$ cat src/assert_macros.svh
// assertion macros shared by ped_div and the top level
`ifndef ASSERT_MACROS_SVH
`define ASSERT_MACROS_SVH

// clocked check, held off during reset
`define PED_ASSERT(lbl, prop, msg) \
	lbl: assert property (@(posedge clk) disable iff (!arst_n) prop) else $error(msg);

// clocked check that also runs during reset
`define PED_ASSERT_ALWAYS(lbl, prop, msg) \
	lbl: assert property (@(posedge clk) prop) else $error(msg);

`endif

$ cat src/ped_pkg.sv
// constants, widths and sine table for the point to ellipse distance block
package ped_pkg;

	localparam int CF = 4;
	localparam int SF = 14;

	localparam int PXW = 12 + CF;
	localparam int DW = ((PXW > 16) ? PXW : 16) + 1;
	localparam int SINW = SF + 2;
	localparam int PW = DW + SINW;
	localparam int UW = PW + 1;
	localparam int NW = UW + 16;
	localparam int N2W = NW + 1 - (SF - 1);
	localparam int QB = 20;
	localparam int MW = QB + 1;
	localparam int MAG_CLIP = 1 << QB;
	localparam int SQW = 2 * MW + 1;
	localparam int SQ_RW = (SQW + 1) / 2;
	localparam int SQ_PW = 2 * SQ_RW;
	localparam int SQ_REMW = SQ_RW + 3;
	localparam int EW = SQ_RW + 2;
	localparam int DIST_W = 18;
	localparam int DIST_MAX = 131071;
	localparam int DIST_MIN = -131072;

	localparam logic [2:0] REG_CENTER_X = 3'd0;
	localparam logic [2:0] REG_CENTER_Y = 3'd1;
	localparam logic [2:0] REG_SIZE_A = 3'd2;
	localparam logic [2:0] REG_SIZE_B = 3'd3;
	localparam logic [2:0] REG_ANGLE = 3'd4;

	typedef logic [SF:0] sine_mag_t;
	typedef sine_mag_t sine_tab_t [91];
	typedef int unsigned raw_tab_t [91];

	// quarter-wave sine in units of 1e-7
	localparam raw_tab_t QS_T = '{
		0, 174524, 348995, 523360, 697565, 871557, 1045285, 1218693, 1391731,
		1564345, 1736482, 1908090, 2079117, 2249511, 2419219, 2588190, 2756374,
		2923717, 3090170, 3255682, 3420201, 3583679, 3746066, 3907311, 4067366,
		4226183, 4383711, 4539905, 4694716, 4848096, 5000000, 5150381, 5299193,
		5446390, 5591929, 5735764, 5877853, 6018150, 6156615, 6293204, 6427876,
		6560590, 6691306, 6819984, 6946584, 7071068, 7193398, 7313537, 7431448,
		7547096, 7660444, 7771460, 7880108, 7986355, 8090170, 8191520, 8290376,
		8386706, 8480481, 8571673, 8660254, 8746197, 8829476, 8910065, 8987940,
		9063078, 9135455, 9205049, 9271839, 9335804, 9396926, 9455186, 9510565,
		9563048, 9612617, 9659258, 9702957, 9743701, 9781476, 9816272, 9848078,
		9876883, 9902681, 9925462, 9945219, 9961947, 9975641, 9986295, 9993908,
		9998477, 10000000
	};

	function automatic sine_tab_t build_sine();
		sine_tab_t t;
		longint v;
		for (int i = 0; i < 91; i++) begin
			v = (longint'(QS_T[i]) * (longint'(1) << SF) + 64'sd5000000) / 64'sd10000000;
			t[i] = sine_mag_t'(v);
		end
		return t;
	endfunction

	localparam sine_tab_t SINE_Q = build_sine();

	// sine of k whole degrees, k below 360, in Q1.SF
	function automatic logic signed [SINW-1:0] sine_deg(input logic [8:0] k);
		logic [6:0] idx;
		logic neg;
		logic signed [SINW-1:0] m;
		if (k <= 9'd90) begin
			idx = 7'(k);
			neg = 1'b0;
		end else if (k <= 9'd180) begin
			idx = 7'(9'd180 - k);
			neg = 1'b0;
		end else if (k <= 9'd270) begin
			idx = 7'(k - 9'd180);
			neg = 1'b1;
		end else begin
			idx = 7'(9'd360 - k);
			neg = 1'b1;
		end
		m = $signed({1'b0, SINE_Q[idx]});
		return neg ? -m : m;
	endfunction

endpackage

$ cat src/ped_sqrt.sv
// pipelined integer square root, one root bit per stage
module ped_sqrt (
	input  logic                        clk,
	input  logic                        arst_n,
	input  logic                        in_valid,
	input  logic [ped_pkg::SQW-1:0]     rad,
	output logic                        out_valid,
	output logic [ped_pkg::SQ_RW-1:0]   root
);

	localparam int RB = ped_pkg::SQ_RW;
	localparam int PB = ped_pkg::SQ_PW;
	localparam int REMW = ped_pkg::SQ_REMW;

	logic [REMW-1:0] rem_q  [RB+1];
	logic [RB-1:0]   root_q [RB+1];
	logic [PB-1:0]   rad_q  [RB+1];
	logic            vld_q  [RB+1];

	always_ff @(posedge clk or negedge arst_n) begin
		if (!arst_n) begin
			vld_q[0] <= 1'b0;
		end else begin
			vld_q[0] <= in_valid;
		end
	end

	always_ff @(posedge clk) begin
		rem_q[0]  <= '0;
		root_q[0] <= '0;
		rad_q[0]  <= PB'(rad);
	end

	for (genvar k = 1; k <= RB; k++) begin : g_stage
		logic [REMW-1:0] cur;
		logic [REMW-1:0] trial;
		logic            take;

		// bring down the next two radicand bits and try root*4+1
		always_comb begin
			cur = {rem_q[k-1][REMW-3:0], rad_q[k-1][PB-1 -: 2]};
			trial = REMW'({root_q[k-1], 2'b01});
			take = cur >= trial;
		end

		always_ff @(posedge clk or negedge arst_n) begin
			if (!arst_n) begin
				vld_q[k] <= 1'b0;
			end else begin
				vld_q[k] <= vld_q[k-1];
			end
		end

		always_ff @(posedge clk) begin
			rem_q[k]  <= take ? cur - trial : cur;
			root_q[k] <= {root_q[k-1][RB-2:0], take};
			rad_q[k]  <= rad_q[k-1] << 2;
		end
	end

	assign out_valid = vld_q[RB];
	assign root = root_q[RB];

endmodule

$ cat config.mk
export PLATFORM = sky130hd
export DESIGN_NAME = ped_sqrt
export DESIGN_NICKNAME = d
export VERILOG_FILES = /design/src/assert_macros.svh /design/src/ped_pkg.sv /design/src/ped_sqrt.sv
export SDC_FILE = /design/constraint.sdc
export NUM_CORES = 2
export LEC_CHECK = 0
export BUFFER_PORTS_ARGS = -buffer_cell sky130_fd_sc_hd__buf_2
export CAP_MARGIN = 40
export CORE_UTILIZATION = 56
export DETAILED_ROUTE_END_ITERATION = 6
export GPL_ROUTABILITY_DRIVEN = 0
export PLACE_DENSITY = 0.75
export SLEW_MARGIN = 20
export SYNTH_ARGS = -nofsm -noshare
export SYNTH_HDL_FRONTEND = slang
export SYNTH_SLANG_ARGS = --single-unit
$ cat constraint.sdc
create_clock -name clk -period 2.5 [get_ports clk]
set_input_delay 0 -clock clk [delete_from_list [all_inputs] [get_ports clk]]
set_output_delay 0 -clock clk [all_outputs]
set_load 0.01 [all_outputs]
[After elaboration in Yosys (flattened, before gate mapping)]
Memory sizes are Yosys's and may differ from the RTL's.
Cells that the tools add are included.
Operators by class
  add/subtract/negate cells: 22
  $lt $le $gt $ge: 22
  multiplexer cells: 22
Operators with widths (number)
  $ge 25x24->1: 22
  $mux 25: 22
  $sub 25x24->25: 22
Storage, ports and cells
  bits in registers: 23
  memory bits (writable): 2093
  output and inout bits: 23
  memories: 3
Memory list
  rad_q: depth 23, width 44, rd ports 22, clocked after memory_dff 0, wr ports 23, line ped_sqrt.sv:17  | logic [PB-1:0] rad_q [RB+1];
  rem_q: depth 23, width 25, rd ports 22, clocked after memory_dff 0, wr ports 23, line ped_sqrt.sv:15  | logic [REMW-1:0] rem_q [RB+1];
  root_q: depth 23, width 22, rd ports 23, clocked after memory_dff 0, wr ports 23, line ped_sqrt.sv:16  | logic [RB-1:0] root_q [RB+1];

[Depth between registers and ports, before layout]
An unclocked memory read counts as a cell.
  depth in word-level cells: 3
  mapped depth: 13
  depth with buffers taken out: 11

[Worst setup path after synthesis]
Ideal clock, no wire load.
  kind: reg2reg
  from: mem root_q[12][0] (netlist bit)
  to: mem rem_q[1][147] (netlist bit)
  setup time: 118 ps
  arrival time: 2503 ps
  required time: 2382 ps
  path slack: -122 ps
  stages on the path, launching flop included: 11
  path buffers: 0
  clock period less this slack: 2622 ps
  cell sequence: dfxtp_1 inv_1 ha_1 nor2b_1 o21ai_0 a21oi_1 nor3_1 o21ai_0 o311ai_0 nand4b_1 xnor2_1
RTL lines (line)
  start: declaration: ped_sqrt.sv:16
  end: declaration: ped_sqrt.sv:15

==> metrics.txt <==
Clock Sinks 1230; VDD IR max 0.758 mV; Die ar. a little under 80000 um2; CTS Root Cell clkbuf_16; global-route wire length before repair approximately 150 mm; Iter 0 DRT Violations 2118; register area 24800 um2; DP Cell Count ~5500; mux contribution to synthesized area 0.0118; Cell variety after synth 88; Setup crit end kind flop; TritonCTS clock tree yes; share of layout cells above drive strength 1 0.246; Clk pin slew, worst setup/hold paths 80 ps; Synth Area in Simple Gates 0.119; cell area after synthesis 43400 um2; Wirelength per Cell 17.9 um; RSZ-0062 raised after global routing true; Final min period 3080 ps; Routed WL 105 mm; largest family of logic cells by synthesized area simple AND/OR/NAND/NOR gates; GR Util All Layers 0.238; worst setup path end rem_q[1][115]; power density over the cells 975 nW/um2; Synth Area in Adders 0.0789; Crit Path Class reg -> reg; nets@finish 5071; Routed Antenna Nets 0; CP required 3100 ps; CP arrival about 3700 ps; final design utilization 0.734; leakage 25.8 nW; measured slew at the worst slew-check pin 772 ps; Clock Latency Late Sink 710 ps; post-synth top area share 0.556; final worst-path cycle share 1.23; Clock Path Buffers 3; setup ws final -575 ps; final setup vio count 88; Critical R2R Launch root_q[11][4]; #FFs+latches synth ~1200; synthesis-to-finish area growth 28.9%; ys async rst share 0.0187; vias in the first global route just over 30000; area of the multi-input gates 19600 um2; CP startpoint kind flop; sequential fraction of the synthesis area 0.570; CTS buffer count 113; prevailing post-synth register cell dfxtp_1; PortBufs between 60 and 70; hpwl dp 61.9 mm; r2r setup slk -580 ps; crit-path max FO 4; Final Hold Viols 0; FP Rows 101; Die W 280 um; reg2reg path depth 12; Post-Synthesis Cells 4121; total of max-cap violations 0; Initial Util 0.569; via count 31769; IO Pins 69; Area after DPL 47600 um2; total power 54.6 mW; Synth area leader dfxtp_1; CP Launch Point root_q[11][4]; H-tree levels 3; failing checks setup timing; fin. max-slew vios 0; number of fill cells in the layout 4759; number of synthesized flops with an enable pin 0; synth warn 0; cell area after layout 56000 um2; DR pass1 iterations 6; Residual DRC 0; CORE AREA between 70000 and 80000 um2; slew margin rel. 0.481; Syn Nets around 4400; syn_area_per_cell 10.5 um2; run status complete, but fails checks; Max Fclk approximately 330 MHz; Synth Area in Compound Gates 0.115; initial antenna violation count 2; Remaining Overflow, GRT 0; RR Endpoint rem_q[1][115]; most instantiated cells after synthesis 1207 x dfxtp_1, 336 x inv_1, 274 x ha_1; chip height 280 um; Synth area leaders dfxtp_1 56%, ha_1 7.9%, xnor2_1 3.8%; ANT cells 0; Via density 5.41; largest net degree at the start of global routing 35; most common cell in the netlist dfxtp_1; XOR/XNOR Fraction of Synth Area 0.0696; clk_skew 54.9 ps; Final Non-Filler Cells 5875; worst hold path type reg -> reg
[worst min-delay path by stage]
stage	startpoint	cells after the start	endpoint
detailed placement	arst_n	1	out_valid
global placement	arst_n	1	out_valid
global route	rad_q[1][17]	0	rad_q[1][63]
finish	rad_q[0][339]	0	rad_q[1][33]
floorplan	arst_n	0	out_valid
CTS	root_q[15][1]	0	root_q[16][2]
[where the power goes]
| part | leakage, nW | internal, mW | switching [mW] |
|---|---|---|---|
| Clock | 1.92 | 10.4 | 7.68 |
| Combinational | 13.5 | 5.79 | 5.62 |
| Sequential | 10.4 | 22.7 | 2.43 |
| Total | 25.8 | 38.9 | 15.7 |
[placed cells by master (no fill, tap or decap), types with 124 or more instances in the layout]
| cell | instances |
|---|---|
| clkbuf_16 | 124 |
| xnor2_1 | 181 |
| buf_4 | 353 |
| nand2_1 | 237 |
| ha_1 | 217 |
| nor2_1 | 202 |
| a21oi_1 | 190 |
| o21ai_0 | 174 |
| dfxtp_1 | 1147 |
| inv_1 | 324 |
| xor2_1 | 155 |
[kinds of logic after synthesis]
| kind of cell | after synthesis |
|---|---|
| XOR/XNOR | 345 |
| buffers and inverters | 407 |
| AND/OR/NAND/NOR | 1019 |
| AO/OA/AOI/OAI | 799 |
| adder cells (fa/ha/maj) | 274 |
| other | 1 |
| flip-flops | 1230 |
| multiplexers | 46 |
[flip-flops by register name (all words and copies together), names as in the netlist]
register,count
out_valid,1
rad_q,505
rem_q,449
root_q,253
vld_q,22
[per-layer routing]
metal	global-route usage	part of all wire	vias up
met3	0.0379	0.042	345
met1	0.265	0.39	15164
met5	0	0.00026	-
li1	-	-	15327
met4	0.111	0.046	4
met2	0.440	0.52	929
[per-stage QoR]
stage,hold slack (ps),TNS (ps),setup slack [ps]
after global placement,-24.1,-2250,-208
after floorplan,-296,-199,-53.0
after CTS,309,-742,-72.2
after detailed placement,-0.625,-4260,-217
final,309,-15960,-575
after global routing,317,-25270,-572
[cell type report]
| cell class | instances | share of cell area |
|---|---|---|
| Inverter | 338 | 0.0227 |
| Tap cell | 1030 | 0.0230 |
| Sequential cell | 1230 | 0.443 |
| Clock inverter | 59 | 0.0146 |
| Timing Repair Buffer | 584 | 0.0901 |
| Clock buffer | 150 | 0.0560 |
| Multi-Input combinational cell | 2484 | 0.350 |
[worst max-delay path, cell delays in order, from the launching register on]
cell,delay [ps]
dfxtp_2,360
inv_2,60
ha_4,260
o211ai_1,530
nor3_2,210
a21oi_1,250
buf_4,180
nor4_2,40
or4_4,550
a21boi_4,180
buf_6,130
nand3b_1,90
xnor2_1,150
[repair_timing]
item,in CTS,in global routing
setup endpoints to repair,168,354
endpoints found under the hold margin,67,23
setup buffers,19,48
hold buffers,90,1
pin swaps,43,151
gates cloned,5,12
gates resized for setup,114,485
(Power assumes the default switching activity.)
