==> config.mk <==
export PLATFORM = sky130hd
export DESIGN_NAME = ped_div
export DESIGN_NICKNAME = d
export VERILOG_FILES = /design/src/ped_pkg.sv /design/src/ped_div.sv
export VERILOG_INCLUDE_DIRS = /design/src /design/src/src
export SDC_FILE = /design/constraint.sdc
export NUM_CORES = 2
export LEC_CHECK = 0
export ABC_AREA = 1
export BUFFER_PORTS_ARGS = -buffer_cell sky130_fd_sc_hd__buf_2
export CAP_MARGIN = 20
export CORE_ASPECT_RATIO = 1.2
export CORE_UTILIZATION = 30
export CTS_CLUSTER_SIZE = 24
export DETAILED_ROUTE_END_ITERATION = 10
export PLACE_DENSITY = 0.41
export SLEW_MARGIN = 0
export SYNTH_ARGS = -nofsm -noshare
export SYNTH_HDL_FRONTEND = slang
export SYNTH_SLANG_ARGS = --single-unit
==> constraint.sdc <==
create_clock -name clk -period 3.8 [get_ports clk]
set_input_delay 0.38 -clock clk [delete_from_list [all_inputs] [get_ports clk]]
set_output_delay 0.38 -clock clk [all_outputs]
set_load 0.1 [all_outputs]
==> src/assert_macros.svh <==
// assertion macros shared by ped_div and the top level
`ifndef ASSERT_MACROS_SVH
`define ASSERT_MACROS_SVH

// clocked check, held off during reset
`define PED_ASSERT(lbl, prop, msg) \
	lbl: assert property (@(posedge clk) disable iff (!arst_n) prop) else $error(msg);

// clocked check that also runs during reset
`define PED_ASSERT_ALWAYS(lbl, prop, msg) \
	lbl: assert property (@(posedge clk) prop) else $error(msg);

`endif

==> src/ped_pkg.sv <==
// constants, widths and sine table for the point to ellipse distance block
package ped_pkg;

	localparam int CF = 4;
	localparam int SF = 14;

	localparam int PXW = 12 + CF;
	localparam int DW = ((PXW > 16) ? PXW : 16) + 1;
	localparam int SINW = SF + 2;
	localparam int PW = DW + SINW;
	localparam int UW = PW + 1;
	localparam int NW = UW + 16;
	localparam int N2W = NW + 1 - (SF - 1);
	localparam int QB = 20;
	localparam int MW = QB + 1;
	localparam int MAG_CLIP = 1 << QB;
	localparam int SQW = 2 * MW + 1;
	localparam int SQ_RW = (SQW + 1) / 2;
	localparam int SQ_PW = 2 * SQ_RW;
	localparam int SQ_REMW = SQ_RW + 3;
	localparam int EW = SQ_RW + 2;
	localparam int DIST_W = 18;
	localparam int DIST_MAX = 131071;
	localparam int DIST_MIN = -131072;

	localparam logic [2:0] REG_CENTER_X = 3'd0;
	localparam logic [2:0] REG_CENTER_Y = 3'd1;
	localparam logic [2:0] REG_SIZE_A = 3'd2;
	localparam logic [2:0] REG_SIZE_B = 3'd3;
	localparam logic [2:0] REG_ANGLE = 3'd4;

	typedef logic [SF:0] sine_mag_t;
	typedef sine_mag_t sine_tab_t [91];
	typedef int unsigned raw_tab_t [91];

	// quarter-wave sine in units of 1e-7
	localparam raw_tab_t QS_T = '{
		0, 174524, 348995, 523360, 697565, 871557, 1045285, 1218693, 1391731,
		1564345, 1736482, 1908090, 2079117, 2249511, 2419219, 2588190, 2756374,
		2923717, 3090170, 3255682, 3420201, 3583679, 3746066, 3907311, 4067366,
		4226183, 4383711, 4539905, 4694716, 4848096, 5000000, 5150381, 5299193,
		5446390, 5591929, 5735764, 5877853, 6018150, 6156615, 6293204, 6427876,
		6560590, 6691306, 6819984, 6946584, 7071068, 7193398, 7313537, 7431448,
		7547096, 7660444, 7771460, 7880108, 7986355, 8090170, 8191520, 8290376,
		8386706, 8480481, 8571673, 8660254, 8746197, 8829476, 8910065, 8987940,
		9063078, 9135455, 9205049, 9271839, 9335804, 9396926, 9455186, 9510565,
		9563048, 9612617, 9659258, 9702957, 9743701, 9781476, 9816272, 9848078,
		9876883, 9902681, 9925462, 9945219, 9961947, 9975641, 9986295, 9993908,
		9998477, 10000000
	};

	function automatic sine_tab_t build_sine();
		sine_tab_t t;
		longint v;
		for (int i = 0; i < 91; i++) begin
			v = (longint'(QS_T[i]) * (longint'(1) << SF) + 64'sd5000000) / 64'sd10000000;
			t[i] = sine_mag_t'(v);
		end
		return t;
	endfunction

	localparam sine_tab_t SINE_Q = build_sine();

	// sine of k whole degrees, k below 360, in Q1.SF
	function automatic logic signed [SINW-1:0] sine_deg(input logic [8:0] k);
		logic [6:0] idx;
		logic neg;
		logic signed [SINW-1:0] m;
		if (k <= 9'd90) begin
			idx = 7'(k);
			neg = 1'b0;
		end else if (k <= 9'd180) begin
			idx = 7'(9'd180 - k);
			neg = 1'b0;
		end else if (k <= 9'd270) begin
			idx = 7'(k - 9'd180);
			neg = 1'b1;
		end else begin
			idx = 7'(9'd360 - k);
			neg = 1'b1;
		end
		m = $signed({1'b0, SINE_Q[idx]});
		return neg ? -m : m;
	endfunction

endpackage

==> src/ped_div.sv <==
// pipelined restoring divider, one quotient bit per stage, quotient clipped
`include "assert_macros.svh"

module ped_div (
	input  logic                      clk,
	input  logic                      arst_n,
	input  logic                      in_valid,
	input  logic [ped_pkg::N2W-1:0]   num,
	input  logic [15:0]               den,
	input  logic [ped_pkg::MW-1:0]    side_in,
	output logic                      out_valid,
	output logic [ped_pkg::MW-1:0]    quo,
	output logic [ped_pkg::MW-1:0]    side_out
);

	localparam int QB = ped_pkg::QB;

	logic [15:0]                rem_q  [QB+1];
	logic [QB-1:0]              quo_q  [QB+1];
	logic [QB-1:0]              low_q  [QB+1];
	logic                       ovf_q  [QB+1];
	logic [ped_pkg::MW-1:0]     side_q [QB+1];
	logic                       vld_q  [QB+1];

	// quotient would reach the clip value when the high part already covers den
	always_ff @(posedge clk or negedge arst_n) begin
		if (!arst_n) begin
			vld_q[0] <= 1'b0;
		end else begin
			vld_q[0] <= in_valid;
		end
	end

	always_ff @(posedge clk) begin
		rem_q[0]  <= num[QB+15:QB];
		low_q[0]  <= num[QB-1:0];
		ovf_q[0]  <= num[ped_pkg::N2W-1:QB] >= (ped_pkg::N2W-QB)'(den);
		quo_q[0]  <= '0;
		side_q[0] <= side_in;
	end

	for (genvar k = 1; k <= QB; k++) begin : g_stage
		logic [16:0] trial;
		logic        take;

		always_comb begin
			trial = {rem_q[k-1], low_q[k-1][QB-1]};
			take = trial >= {1'b0, den};
		end

		always_ff @(posedge clk or negedge arst_n) begin
			if (!arst_n) begin
				vld_q[k] <= 1'b0;
			end else begin
				vld_q[k] <= vld_q[k-1];
			end
		end

		always_ff @(posedge clk) begin
			rem_q[k]  <= take ? 16'(trial - {1'b0, den}) : trial[15:0];
			quo_q[k]  <= {quo_q[k-1][QB-2:0], take};
			low_q[k]  <= low_q[k-1] << 1;
			ovf_q[k]  <= ovf_q[k-1];
			side_q[k] <= side_q[k-1];
		end
	end

	assign out_valid = vld_q[QB];
	assign quo = ovf_q[QB] ? ped_pkg::MW'(ped_pkg::MAG_CLIP) : {1'b0, quo_q[QB]};
	assign side_out = side_q[QB];

	`PED_ASSERT(a_quo_clipped, out_valid |-> (quo <= ped_pkg::MW'(ped_pkg::MAG_CLIP)), "quotient above clip")

endmodule

Word level (Yosys, flattened, before mapping)

Memories as Yosys holds them, arrays and structs flattened.
Cells that the tools add are included.

Register bits after elaboration: 21
RAM bits: 1,638
Input bits: 78
Output and inout bits: 43
Logic and storage cells: 88
Memories: 5

Memory list:

| memory | depth | bits a word | read ports | clocked after memory_dff | wr ports | RTL line      | text |
|---|---|---|---|---|---|---|---|
| side_q | 21    | 21          | 21         | 0                        | 21       | ped_div.sv:22 | `logic [ped_pkg::MW-1:0] side_q [QB+1];` |
| low_q  | 21    | 20          | 20         | 0                        | 21       | ped_div.sv:20 | `logic [QB-1:0] low_q [QB+1];` |
| quo_q  | 21    | 20          | 21         | 0                        | 21       | ped_div.sv:19 | `logic [QB-1:0] quo_q [QB+1];` |
| rem_q  | 21    | 16          | 20         | 0                        | 21       | ped_div.sv:18 | `logic [15:0] rem_q [QB+1];` |
| ovf_q  | 21    | 1           | 21         | 0                        | 21       | ped_div.sv:21 | `logic ovf_q [QB+1];` |

Add/subtract/negate cells: 20
Order comparisons: 21
Multiplexer cells: 21

Operators with widths:

| kind                           | number |
|---|---|
| >= comparator 17 x 16 -> 1 bit | 20 |
| two-way mux 16 bit             | 20 |
| subtractor 16 bit              | 20 |
| two-way mux 21 bit             | 1 |
| >= comparator 18 x 16 -> 1 bit | 1 |

Longest topological paths before layout

Word-level depth: 2
Gate-level depth with buffers: 15
Depth with buffers taken out: 13

Worst setup path after synthesis

Ideal clock, no wire load.

Path kind: register to output
From: mem ovf_q[20][0], in the netlist ovf_q[5][0]
To: out quo[0] in the netlist's numbering
Arrival time: 2,240 ps
Data required time: 3,420 ps
Path slack: 1,180 ps
Cell stages (with the launch flop): 3
Buffers on the path: 1
Cell sequence: dfxtp_1 -> clkbuf_1 -> nor2_1

RTL lines:

| element     | RTL line      | text |
|---|---|---|
| from (decl) | ped_div.sv:21 |  |
| to (decl)   | ped_div.sv:12 | `output logic [ped_pkg::MW-1:0] quo,` |

==> impl_metrics.ini <==
[run_status]
outcome = finished, final reports clean

[global_route]
grt_pass1_wl_um = 215000
grt_usage = 0.166
grt_pass1_vias = 38359
grt_max_degree = 22
antenna_found_initial = 8
overflow = 0

[clock_tree]
hold_buffers = 61
root_buffer = clkbuf_16
clk_latency_ps = 780
cts_tree = built
ctsResizeCount = 0
htree_num_levels = 4
cts_buffer_depth = 3
postCtsSetupBuffers = 0
clock_sinks = 1223
numCtsBuffers = 134
clk_pin_slew_worst_paths_ps = 60

[placed_design]
dp_hpwl_um = 108000
dpl_cell_area_um2 = 53500
place.gp.congestion = 0.892
io_buffer_count = 120
dp_slack_ps = 710

[setup_path]
required_ps = 3420
reg2reg_to = rem_q[1][108]
start_kind = flip-flop
rrSetupSlack_ps = 1550
cp.arrival_ps = 2080
worst_path_max_delay_cell = dfxtp_2
criticalPathCategory = flip-flop to output port
crit_family = flip-flops
crit_fanout = 21
critPathBufInv = 1
cp_slowest_stage_delay_ps = 760
critPathLaunch = ovf_q[5][0]
cp_cell_sequence = buf_2
r2r_cells = 12
crit_path_end_kind = output port
regToRegStartpoint = rem_q[1][89]

[power_and_ir_drop]
p_leak_nw = 31.0
power_mw = 52.4
power.density_nw_per_um2 = 892
ir_drop_uv = 383

[sta]
hold_slack_ps = 81.8
tightest_slew_ps = 807
drv_slew = 0
fin_ws_ps = 1340
grt_setup_unrepaired = no
post-route-period-util = 0.648
fmax_mhz = 406
post-route-min-period_ps = 2460
skew_ps = 40.3
finalSetupViolations = 0
slew_headroom = 0.462
final_hold_viol_count = 0
fin_tns_setup_ps = 0

[cells_and_area]
fin_nets = 7100
area_growth_pct = 16.7
drive_gt1_frac = 0.0812
final_area_um2 = 58700

[floorplan]
die-area_um2 = 169000
die_h_um = 451
num_rows = 164
fp.dieW_um = 376
start_util = 0.302
core-area_um2 = 166000
ios = 121

[synthesis]
syn-num-nets = 6819
syn_avg_cell_area_um2 = 7.88
synthDistinctLibCells = 43
synth_edf_count = 0
ys_seq_area_frac = 0.489
syn-instance-count = 6386
synth_top_flop_cell = dfxtp_1
yosys_warnings = 0
synth-seq-cells = 1223
syn_area_um2 = 50300
async_flop_share = 0.0172

[detailed_routing]
ant_nets = 0
route.detailed.drc = 0
vias = 38665
routed_via_density = 4.29
drtIter0Drc = 1855
drt-total-wl_um = 141000
dr.pass1.iters = 8
wl_per_cell_um = 15.6

[hold_path]
hp-class = primary input to asynchronous set/reset pin

[run]
maxCapViolCount = 0
power breakdown:
part           internal (mW)  switching [mW]  total [mW]
clock network           7.74            5.39        13.1
registers               16.1            1.99        18.1
logic                   7.21            14.0        21.2
stage by stage:
step,utilization,instances
after CTS,0.353,9011
final,0.353,9014
after floorplan,-,6386
after detailed placement,0.322,8711
after global placement,0.322,8711
after global routing,0.353,9012
synth_stat cells, types with 4 or more instances:
library cell | instances | area share
fa_1 | 19 | 0.0076
dfrtp_1 | 21 | 0.010
nand3_2 | 17 | 0.0034
buf_4 | 35 | 0.0052
or2_1 | 4 | 0.00050
nor3_1 | 60 | 0.0060
o21ai_0 | 14 | 0.0014
o21ai_1 | 4 | 0.00040
and2_1 | 12 | 0.0015
nor2_2 | 14 | 0.0017
nand2_4 | 21 | 0.0047
nor2_4 | 16 | 0.0036
nand4_1 | 88 | 0.011
nand3b_1 | 39 | 0.0058
or2_2 | 10 | 0.0012
nand2_2 | 35 | 0.0044
buf_2 | 28 | 0.0028
nand2_1 | 2318 | 0.17
and3_1 | 6 | 0.00075
inv_2 | 13 | 0.00097
nand3_1 | 504 | 0.050
xnor2_1 | 24 | 0.0042
ha_1 | 336 | 0.084
nor2_1 | 244 | 0.018
xor2_1 | 92 | 0.016
clkbuf_2 | 4 | 0.00040
dfxtp_1 | 1202 | 0.48
a21oi_1 | 183 | 0.018
o21a_1 | 15 | 0.0022
buf_6 | 20 | 0.0045
inv_1 | 951 | 0.071
o21bai_1 | 13 | 0.0019
registers in the layout, summed over array words and instances, names as in the netlist:
signal     cells
low_q        210
out_valid      1
ovf_q         21
quo_q        210
rem_q        320
side_q       441
vld_q         20
worst max-delay path by stage:
stage               slack [ps]  cells past startpoint             to
global route              1140                      1        quo[20]
global placement           710                     15  rem_q[1][108]
floorplan                 1180                      2         quo[0]
CTS                       1120                      1        quo[20]
detailed placement         710                     14   rem_q[0][28]
finish                    1340                      1        quo[20]
metal layers:
layer,GRT usage,vias to the layer above,share of wire
li1,-,20366,-
met1,0.189,17372,0.42
met2,0.304,652,0.50
met3,0.0259,273,0.033
met4,0.0726,2,0.043
met5,0,-,0.000092
area by class of cell:
class                           count  area (um2)
Fill cell                       17538      108000
Timing Repair Buffer              237        1760
Inverter                          964        3620
Clock buffer                      175        3750
Tap cell                         2241        2800
Multi-Input combinational cell   4107       21400
Antenna cell                        3        7.51
Clock inverter                     64         801
Sequential cell                  1223       24600
cells by family after synthesis:
family                     after synthesis  synth area share
xor gates and xnor gates               116            0.0202
AOI/OAI and AO/OA                      232            0.0247
DFF                                   1223             0.489
adders and majority gates              355            0.0911
and+or+nand+nor                       3404             0.289
buffers and inverters                 1056            0.0861
cell usage in the layout, fill, tap and decap left out, drive strengths merged:
cell type / count
fa: 19
and2: 12
a21boi: 1
o21ai: 18
and3: 6
inv: 974
clkinvlp: 8
o21a: 15
or2: 16
nand4: 88
o211ai: 1
buf: 176
xnor2: 24
a21oi: 183
ha: 336
nor4: 6
nor2: 274
nand3: 523
a21o: 1
dlygate4sd3: 61
nor3b: 3
clkbuf: 175
nand2: 2374
diode: 3
nor3: 63
clkinv: 36
dfxtp: 1202
o21bai: 13
nand3b: 39
xor2: 92
dfrtp: 21
bufinv: 10
Note: power is estimated with default switching activity, not from simulation.
